<file path="config.mk">
export PLATFORM = sky130hd
export DESIGN_NAME = stopwatch_long_press_controller
export DESIGN_NICKNAME = d
export VERILOG_FILES = /design/src/swlp_pkg.sv /design/src/stopwatch_long_press_controller.sv
export SDC_FILE = /design/constraint.sdc
export NUM_CORES = 2
export LEC_CHECK = 0
export BUFFER_PORTS_ARGS = -buffer_cell sky130_fd_sc_hd__buf_4
export CAP_MARGIN = 20
export CORE_UTILIZATION = 55
export DETAILED_ROUTE_END_ITERATION = 8
export PLACE_DENSITY = 0.71
export SYNTH_ARGS = -nofsm -noshare
export SYNTH_HDL_FRONTEND = slang
export SYNTH_SLANG_ARGS = --single-unit
</file>
<file path="constraint.sdc">
create_clock -name aclk -period 14.3 [get_ports aclk]
set_clock_uncertainty 0.15 [all_clocks]
set_input_delay 1.43 -clock aclk [delete_from_list [all_inputs] [get_ports aclk]]
set_output_delay 1.43 -clock aclk [all_outputs]
set_load 0.01 [all_outputs]
</file>
<file path="src/swlp_pkg.sv">
`default_nettype none
package swlp_pkg;

    localparam int TIME_BITS_DEFAULT = 32;

    localparam int CFG_INDEX_BITS = 8;
    localparam int CFG_DATA_BITS  = 32;
    localparam int IN_DATA_BITS   = 40;
    localparam int OUT_DATA_BITS  = 40;

    localparam logic [CFG_INDEX_BITS-1:0] CFG_HOLD_LIMIT = 8'd0;
    localparam logic [CFG_INDEX_BITS-1:0] CFG_RATE_SCALE = 8'd1;

    localparam logic [31:0] HOLD_LIMIT_RESET = 32'd10000;
    localparam logic [16:0] RATE_SCALE_RESET = 17'd65982;

    localparam logic [31:0] MS_PER_SEC = 32'd1000;
    localparam logic [22:0] SEC_PER_MIN = 23'd60;

    localparam logic [28:0] RECIP_1000 = 29'd274877907;
    localparam int          SHIFT_1000 = 38;
    localparam logic [22:0] RECIP_60   = 23'd4473925;
    localparam int          SHIFT_60   = 28;

    typedef struct packed {
        logic [9:0]  milliseconds;
        logic [5:0]  seconds;
        logic [5:0]  minutes;
        logic [10:0] hours;
    } result_t;

endpackage
`default_nettype wire

</file>
<file path="src/stopwatch_long_press_controller.sv">
// Result words leave the registered pipeline on m_tdata in input order.
// Throughput: one input word per cycle while the pipeline advances, which it
// does whenever the output register is empty or being taken.
// Only samples taken while the stopwatch runs produce a result word.
// Reset (aresetn low, synchronous): stopwatch stopped, times and press state
// cleared, hold limit 10000 ms, rate scale 65982 (Q1.16).
`default_nettype none
module stopwatch_long_press_controller #(
    parameter int TIME_BITS = swlp_pkg::TIME_BITS_DEFAULT
) (
    input  wire logic                                aclk,
    input  wire logic                                aresetn,

    input  wire logic                                s_tvalid,
    output logic                                     s_tready,
    // now_ms [31:0], button_level [32], zero [39:33]
    input  wire logic [swlp_pkg::IN_DATA_BITS-1:0]   s_tdata,

    output logic                                     m_tvalid,
    input  wire logic                                m_tready,
    // hours [10:0], minutes [16:11], seconds [22:17], milliseconds [32:23], zero [39:33]
    output logic [swlp_pkg::OUT_DATA_BITS-1:0]       m_tdata,

    input  wire logic                                cfg_valid,
    output logic                                     cfg_ready,
    input  wire logic [swlp_pkg::CFG_INDEX_BITS-1:0] cfg_index,
    input  wire logic [swlp_pkg::CFG_DATA_BITS-1:0]  cfg_data
);
    import swlp_pkg::*;

    logic [31:0]          hold_limit_reg;
    logic [16:0]          rate_scale_reg;

    logic                 running_reg;
    logic [TIME_BITS-1:0] start_time_reg;
    logic [TIME_BITS-1:0] press_start_reg;
    logic                 press_handled_reg;
    logic                 prev_level_reg;

    logic                 advance;
    logic                 accept;

    logic [TIME_BITS-1:0] now_t;
    logic                 level;
    logic                 press_edge;
    logic [TIME_BITS-1:0] press_start_eff;
    logic                 handled_eff;
    logic [TIME_BITS-1:0] held;
    logic                 stop;
    logic                 running_mid;
    logic                 start;
    logic [TIME_BITS-1:0] start_time_next;
    logic                 running_next;
    logic                 press_handled_next;
    logic [TIME_BITS-1:0] elapsed;
    logic [63:0]          elapsed_ext;

    // pipeline registers
    logic        v1_reg, v2_reg, v3_reg, v4_reg, v5_reg, v6_reg, v7_reg, v8_reg, v9_reg;
    logic [31:0] hi_reg;
    logic [15:0] lo_reg;
    logic        over_reg;
    logic [48:0] phi_reg;
    logic [16:0] plo_reg;
    logic        over2_reg;
    logic [31:0] ms_reg;
    logic [60:0] pk_reg;
    logic [31:0] ms4_reg;
    logic [22:0] st_reg;
    logic [9:0]  msr5_reg;
    logic [45:0] pm_reg;
    logic [22:0] st6_reg;
    logic [9:0]  msr6_reg;
    logic [16:0] tm_reg;
    logic [5:0]  sec7_reg;
    logic [9:0]  msr7_reg;
    logic [39:0] ph_reg;
    logic [16:0] tm8_reg;
    logic [5:0]  sec8_reg;
    logic [9:0]  msr8_reg;
    result_t     out_reg;

    logic [49:0] r_sum;
    logic [31:0] ms_next;
    logic        sat;
    logic [22:0] st_next;
    logic [31:0] st_x1000;
    logic [31:0] msr_full;
    logic [16:0] tm_next;
    logic [22:0] tm_x60;
    logic [22:0] sec_full;
    logic [10:0] hours_next;
    logic [16:0] hours_x60;
    logic [16:0] min_full;

    assign advance   = !v9_reg || m_tready;
    assign s_tready  = advance;
    assign accept    = s_tvalid && advance;
    assign cfg_ready = 1'b1;

    // sample decode and state update
    always_comb begin
        now_t              = TIME_BITS'(s_tdata[31:0]);
        level              = s_tdata[32];
        press_edge         = !level && prev_level_reg;
        press_start_eff    = press_edge ? now_t : press_start_reg;
        handled_eff        = press_edge ? 1'b0 : press_handled_reg;
        held               = now_t - press_start_eff;
        stop               = !level && !handled_eff && (64'(held) >= 64'(hold_limit_reg));
        running_mid        = stop ? 1'b0 : running_reg;
        press_handled_next = stop ? 1'b1 : handled_eff;
        start              = level && !running_mid;
        start_time_next    = start ? now_t : start_time_reg;
        running_next       = start ? 1'b1 : running_mid;
        elapsed            = now_t - start_time_next;
        elapsed_ext        = 64'(elapsed);
    end

    always_ff @(posedge aclk) begin
        if (!aresetn) begin
            hold_limit_reg <= HOLD_LIMIT_RESET;
            rate_scale_reg <= RATE_SCALE_RESET;
        end else if (cfg_valid) begin
            if (cfg_index == CFG_HOLD_LIMIT) begin
                hold_limit_reg <= cfg_data[31:0];
            end else if (cfg_index == CFG_RATE_SCALE) begin
                rate_scale_reg <= cfg_data[16:0];
            end
        end
    end

    always_ff @(posedge aclk) begin
        if (!aresetn) begin
            running_reg       <= 1'b0;
            start_time_reg    <= '0;
            press_start_reg   <= '0;
            press_handled_reg <= 1'b0;
            prev_level_reg    <= 1'b0;
        end else if (accept) begin
            running_reg       <= running_next;
            start_time_reg    <= start_time_next;
            press_start_reg   <= press_start_eff;
            press_handled_reg <= press_handled_next;
            prev_level_reg    <= level;
        end
    end

    // scale, saturate and split
    always_comb begin
        r_sum      = 50'(phi_reg) + 50'(plo_reg);
        sat        = (over2_reg && (rate_scale_reg != '0)) || (r_sum[49:32] != '0);
        ms_next    = sat ? 32'hFFFF_FFFF : r_sum[31:0];
        st_next    = pk_reg[60:SHIFT_1000];
        st_x1000   = 32'(st_next) * MS_PER_SEC;
        msr_full   = ms4_reg - st_x1000;
        tm_next    = pm_reg[44:SHIFT_60];
        tm_x60     = 23'(tm_next) * SEC_PER_MIN;
        sec_full   = st6_reg - tm_x60;
        hours_next = ph_reg[38:SHIFT_60];
        hours_x60  = 17'(hours_next) * 17'(SEC_PER_MIN);
        min_full   = tm8_reg - hours_x60;
    end

    always_ff @(posedge aclk) begin
        if (!aresetn) begin
            v1_reg <= 1'b0;
            v2_reg <= 1'b0;
            v3_reg <= 1'b0;
            v4_reg <= 1'b0;
            v5_reg <= 1'b0;
            v6_reg <= 1'b0;
            v7_reg <= 1'b0;
            v8_reg <= 1'b0;
            v9_reg <= 1'b0;
        end else if (advance) begin
            v1_reg <= accept && running_next;
            v2_reg <= v1_reg;
            v3_reg <= v2_reg;
            v4_reg <= v3_reg;
            v5_reg <= v4_reg;
            v6_reg <= v5_reg;
            v7_reg <= v6_reg;
            v8_reg <= v7_reg;
            v9_reg <= v8_reg;
        end
    end

    always_ff @(posedge aclk) begin
        if (advance) begin
            hi_reg    <= elapsed_ext[47:16];
            lo_reg    <= elapsed_ext[15:0];
            over_reg  <= elapsed_ext[63:48] != '0;

            phi_reg   <= 49'(hi_reg) * 49'(rate_scale_reg);
            plo_reg   <= 17'((33'(lo_reg) * 33'(rate_scale_reg)) >> 16);
            over2_reg <= over_reg;

            ms_reg    <= ms_next;

            pk_reg    <= 61'(ms_reg) * 61'(RECIP_1000);
            ms4_reg   <= ms_reg;

            st_reg    <= st_next;
            msr5_reg  <= msr_full[9:0];

            pm_reg    <= 46'(st_reg) * 46'(RECIP_60);
            st6_reg   <= st_reg;
            msr6_reg  <= msr5_reg;

            tm_reg    <= tm_next;
            sec7_reg  <= sec_full[5:0];
            msr7_reg  <= msr6_reg;

            ph_reg    <= 40'(tm_reg) * 40'(RECIP_60);
            tm8_reg   <= tm_reg;
            sec8_reg  <= sec7_reg;
            msr8_reg  <= msr7_reg;

            out_reg.hours        <= hours_next;
            out_reg.minutes      <= min_full[5:0];
            out_reg.seconds      <= sec8_reg;
            out_reg.milliseconds <= msr8_reg;
        end
    end

    assign m_tvalid = v9_reg;
    assign m_tdata  = {7'd0, out_reg.milliseconds, out_reg.seconds,
                       out_reg.minutes, out_reg.hours};

endmodule
`default_nettype wire

</file>
; ---- Word level (Yosys, flattened, before mapping)
; Cells that the tools add are included.
[classes]
eq_ne = 1
addsub = 6
n_reduce_logical = 15
bitwise = 1
n_lt_le_gt_ge = 1
n_mux = 6
n_mul = 8
[op_table]
columns = operator, count
row1 = multiplier 16 x 17 -> 33 bit, 2
row2 = 2-to-1 mux 32 bit, 2
row3 = subtractor 32 bit, 2
row4 = "multiplier 32 x 29 -> 61 bit, second input constant", 1
row5 = adder 49 x 17 -> 50 bit, 1
row6 = "multiplier 23 x 23 -> 45 bit, second input constant", 1
row7 = "multiplier 17 x 23 -> 39 bit, second input constant", 1
row8 = greater-or-equal comparator 32 bit, 1
row9 = "multiplier 23 x 7 -> 7 bit, second input constant", 1
row10 = nonzero test 18 bit, 1
row11 = "multiplier 17 x 4 -> 4 bit, second input constant", 1
row12 = subtractor 6 bit, 2
row13 = "multiplier 11 x 4 -> 4 bit, second input constant", 1
row14 = subtractor 10 bit, 1
row15 = "== test 8 x 1 -> 1 bit, second input constant", 1
row16 = zero test 8 bit, 1
row17 = logical AND 1 bit, 6
row18 = zero test 1 bit, 4
row19 = 2-to-1 mux 1 bit, 4
row20 = AND reduction 3 bit, 1
row21 = AND reduction 2 bit, 1
row22 = logical OR 1 bit, 1
row23 = NOT 1 bit, 1
[word_totals]
inputBits = 85
ff_bits = 547
elab_cells = 77

; ---- Longest topological paths before layout
[depth]
depth_word = 11
depth_mapped = 27
ltp_nobuf = 27

; ---- Worst setup path after synthesis
; No wires, ideal clock.
[synth_path]
kind = input port to flip-flop
from = in m_tready
to = reg press_start_reg[0]
path_slack_ns = 3.288
cell_stages = 9
arrival_ns = 10.740
setup_ns = 0.122
path_cell_list = nor2b_1 -> clkbuf_1 -> clkinv_1 -> and2_1 -> and2_1 -> clkbuf_1 -> clkbuf_1 -> nand2_1 -> a21boi_0
[synth_via]
elab_chain_cells = 2
[synth_lines]
columns = element, line
row1 = "start, declared", stopwatch_long_press_controller.sv:20  ; input wire logic m_tready,
row2 = logical OR 1 bit, stopwatch_long_press_controller.sv:96  ; assign advance = !v9_reg || m_tready;
row3 = named net s_tready, stopwatch_long_press_controller.sv:15  ; output logic s_tready,
row4 = logical AND 1 bit, stopwatch_long_press_controller.sv:98  ; assign accept = s_tvalid && advance;
row5 = "end signal, assigned", stopwatch_long_press_controller.sv:142  ; press_start_reg <= press_start_eff;
row6 = "end, declared", stopwatch_long_press_controller.sv:36  ; logic [TIME_BITS-1:0] press_start_reg;
; The timed path passes the listed nets, and every way through them passes these cells.
; A chain may end at the register's enable or synchronous reset.

; ---- Worst setup path in the final report
[layout_path]
from = reg ms_reg[12]
to = reg pk_reg[43] (data pin)
[layout_via]
elab_chain_cells = 1
[layout_lines]
columns = element, line
row1 = "start, declared", stopwatch_long_press_controller.sv:66  ; logic [31:0] ms_reg;
row2 = "start signal, assigned", stopwatch_long_press_controller.sv:198  ; ms_reg <= ms_next;
row3 = multiplier 32 x 29 -> 61 bit, stopwatch_long_press_controller.sv:200  ; pk_reg <= 61'(ms_reg) * 61'(RECIP_1000);
row4 = "end signal, assigned", stopwatch_long_press_controller.sv:200
row5 = "end, declared", stopwatch_long_press_controller.sv:67  ; logic [60:0] pk_reg;
; Every way passes these cells.

==> metrics.yaml <==
finish:
  mostFrequentLayoutCell: "inv_1"
  final_cell_mix: "inv_1, ha_1, fa_1, nand2_1, edfxtp_1"
  drive_gt1_frac: 0.0531
  post-route-util: 0.593
  nets: 7886
  area_growth_pct: 6.65
  final_area_um2: 63600
place:
  place_area_um2: 61900
  port_buffers: 112
  gp_congestion: 0.890
  dp_hpwl_um: 101000
  place_ws_ns: 6.34
timing:
  rsz0062_at_grt: "no"
  setup_ws_ns: 6.33
  period_minus_slack_ns: 7.97
  fin_crit_sh: 0.557
  finalHoldViolations: 0
  max-slew-margin-rel: 0.271
  maxSlewViolCount: 0
  finalSetupViolCount: 0
  worst_slew_pin_slew_ns: 1.09
  fin_tns_setup_ns: 0
  max_freq_mhz: 125
global_routing:
  antenna_found_initial: 1
  grt.total_usage: 0.242
  grt_pass1_wl_um: 216000
  grt_pass1_vias: 42900
  overflow: 0
  grt_max_degree: 98
setup_path:
  slowest_delay_ns: 0.96
  path_common_cell: "fa_1"
  rrSetupSlack_ns: 6.33
  critPathRequiredTime_ns: 14.50
  crit_path_start_kind: "register"
  r2r-end: "pk_reg[43]$_DFFE_PN_"
  cpLargestDelayFamily: "adder cells"
  crit_chain: "ha_1, fa_1, fa_1, inv_1, fa_1, inv_1, fa_1, fa_1, fa_1, inv_1, fa_1, inv_1, ha_1, o21ai_0, a21boi_0, o21ai_0, a2111oi_0, a221o_1, a21oi_1, o21ai_0, a21boi_0, xnor2_1"
  r2r_cells: 22
  critPathBufInv: 4
  crit_type: "reg2reg"
  reg2reg_from: "ms_reg[12]$_SDFFCE_PP1N_"
  path_depth: 22
  critPathSlowestCell: "edfxtp_1"
  arrival_ns: 8.17
  end_kind: "register"
  cp_max_fo: 11
route:
  first_iter_violations: 2156
  drc: 0
  drtPass1Iterations: 5
  dr_wl_met3_um: 6060
  met2_wirelength_um: 60700
  antenna_left: 0
  top_layer: "met4"
  wl_met1_um: 57100
  vias: 39800
  vias_per_cell: 5.38
  postRouteWirelength_um: 128000
  wl_per_cell_um: 17.3
min_path:
  hold_depth: 0
  holdCritPathClass: "reg2reg"
  min-delay-start: "pm_reg[38]$_DFFE_PN_"
  hold_end: "tm_reg[10]$_DFFE_PN_"
floorplanning:
  die_w_um: 331
  die_h_um: 331
  io_pins: 128
  core_um2: 107000
  rows: 120
  start_util: 0.556
  die_area_um2: 110000
clock_tree:
  clk_latency_ns: 0.64
  numCtsBuffers: 50
  h-tree-depth: 2
  cts-root-buf: "clkbuf_16"
  clock_path_buffers: 3
  cts_setup_buffers: 0
  cts_resized: 0
  path_clk_slew_ns: 0.07
  cts.sinks: 437
  cts_tree: "built"
  hold_buffers: 0
synth:
  yosysSeqAreaShare: 0.199
  avgSynthCellArea_um2: 10.1
  syn_inst: 5902
  synth-edff-count: 312
  async_flop_share: 0
  synth_flop_cell: "edfxtp_1"
  yosys_register_bits: 437
  ys.warnings.count: 0
  ys_types: 88
  syn_area_um2: 59700
run_status:
  status: "completed"
job:
  drv_cap: 0
==> through the flow <==
stage               hold WS [ns]  instances
floorplan                  0.250       5908
global placement           0.252       7297
detailed placement         0.255       7297
CTS                        0.264       7389
global route               0.271       7390
finish                     0.261       7390
==> worst max path at each step <==
stage,start,endpoint,slack [ns]
after CTS,ms_reg[12]$_SDFFCE_PP1N_,pk_reg[43]$_DFFE_PN_,6.33
after global placement,ms_reg[20]$_SDFFCE_PP1N_,pk_reg[47]$_DFFE_PN_,6.41
after global routing,ms_reg[12]$_SDFFCE_PP1N_,pk_reg[43]$_DFFE_PN_,6.00
final,ms_reg[12]$_SDFFCE_PP1N_,pk_reg[43]$_DFFE_PN_,6.33
after floorplan,m_tready,press_start_reg[0]$_SDFFE_PN0P_,3.29
after detailed placement,ms_reg[20]$_SDFFCE_PP1N_,pk_reg[57]$_DFFE_PN_,6.34
==> layout make-up <==
| cell class | instances | area [um^2] |
|---|---|---|
| Fill cell | 8896 | 43700 |
| Multi-Input combinational cell | 3992 | 42200 |
| Sequential cell | 437 | 11900 |
| Inverter | 1317 | 4950 |
| Tap cell | 1403 | 1760 |
| Clock buffer | 61 | 1330 |
| Timing Repair Buffer | 148 | 1110 |
| Clock inverter | 31 | 384 |
| Antenna cell | 1 | 2.50 |
==> Yosys cell counts, types with 28 or more instances <==
library cell | number | area, um^2
edfxtp_1 | 312 | 9370
nor3_1 | 40 | 200
nor2b_1 | 43 | 269
mux2i_1 | 79 | 791
inv_1 | 1316 | 4940
xor2_1 | 55 | 482
xnor2_1 | 128 | 1120
a21oi_1 | 155 | 776
nand2_1 | 614 | 2300
nor2_1 | 124 | 465
a21boi_0 | 75 | 563
and2_1 | 187 | 1170
o21ai_0 | 85 | 425
nand3_1 | 43 | 215
dfxtp_1 | 125 | 2500
fa_1 | 831 | 16600
o21bai_1 | 28 | 210
clkbuf_1 | 147 | 552
o211a_1 | 34 | 340
a21o_1 | 109 | 818
ha_1 | 1024 | 12800
==> layer usage <==
metal,GRT usage,vias up
met5,0,-
li1,-,19000
met4,0.0751,0
met3,0.0300,218
met1,0.325,19700
met2,0.410,862
==> logic make-up after synthesis <==
logic type | after synthesis | share of synthesized area
buffers and inverters | 1479 | 0.0940
XOR/XNOR | 183 | 0.0269
other | 2 | 0.000126
AND/OR/NAND/NOR | 1201 | 0.0950
AO/OA/AOI/OAI | 663 | 0.0774
adder cells (fa/ha/maj) | 1855 | 0.494
multiplexers | 82 | 0.0140
flip-flops | 437 | 0.199
Power is left out: the tool's default activity adds up to more than one toggle a clock period on the data nets, which glitch-free logic cannot reach.
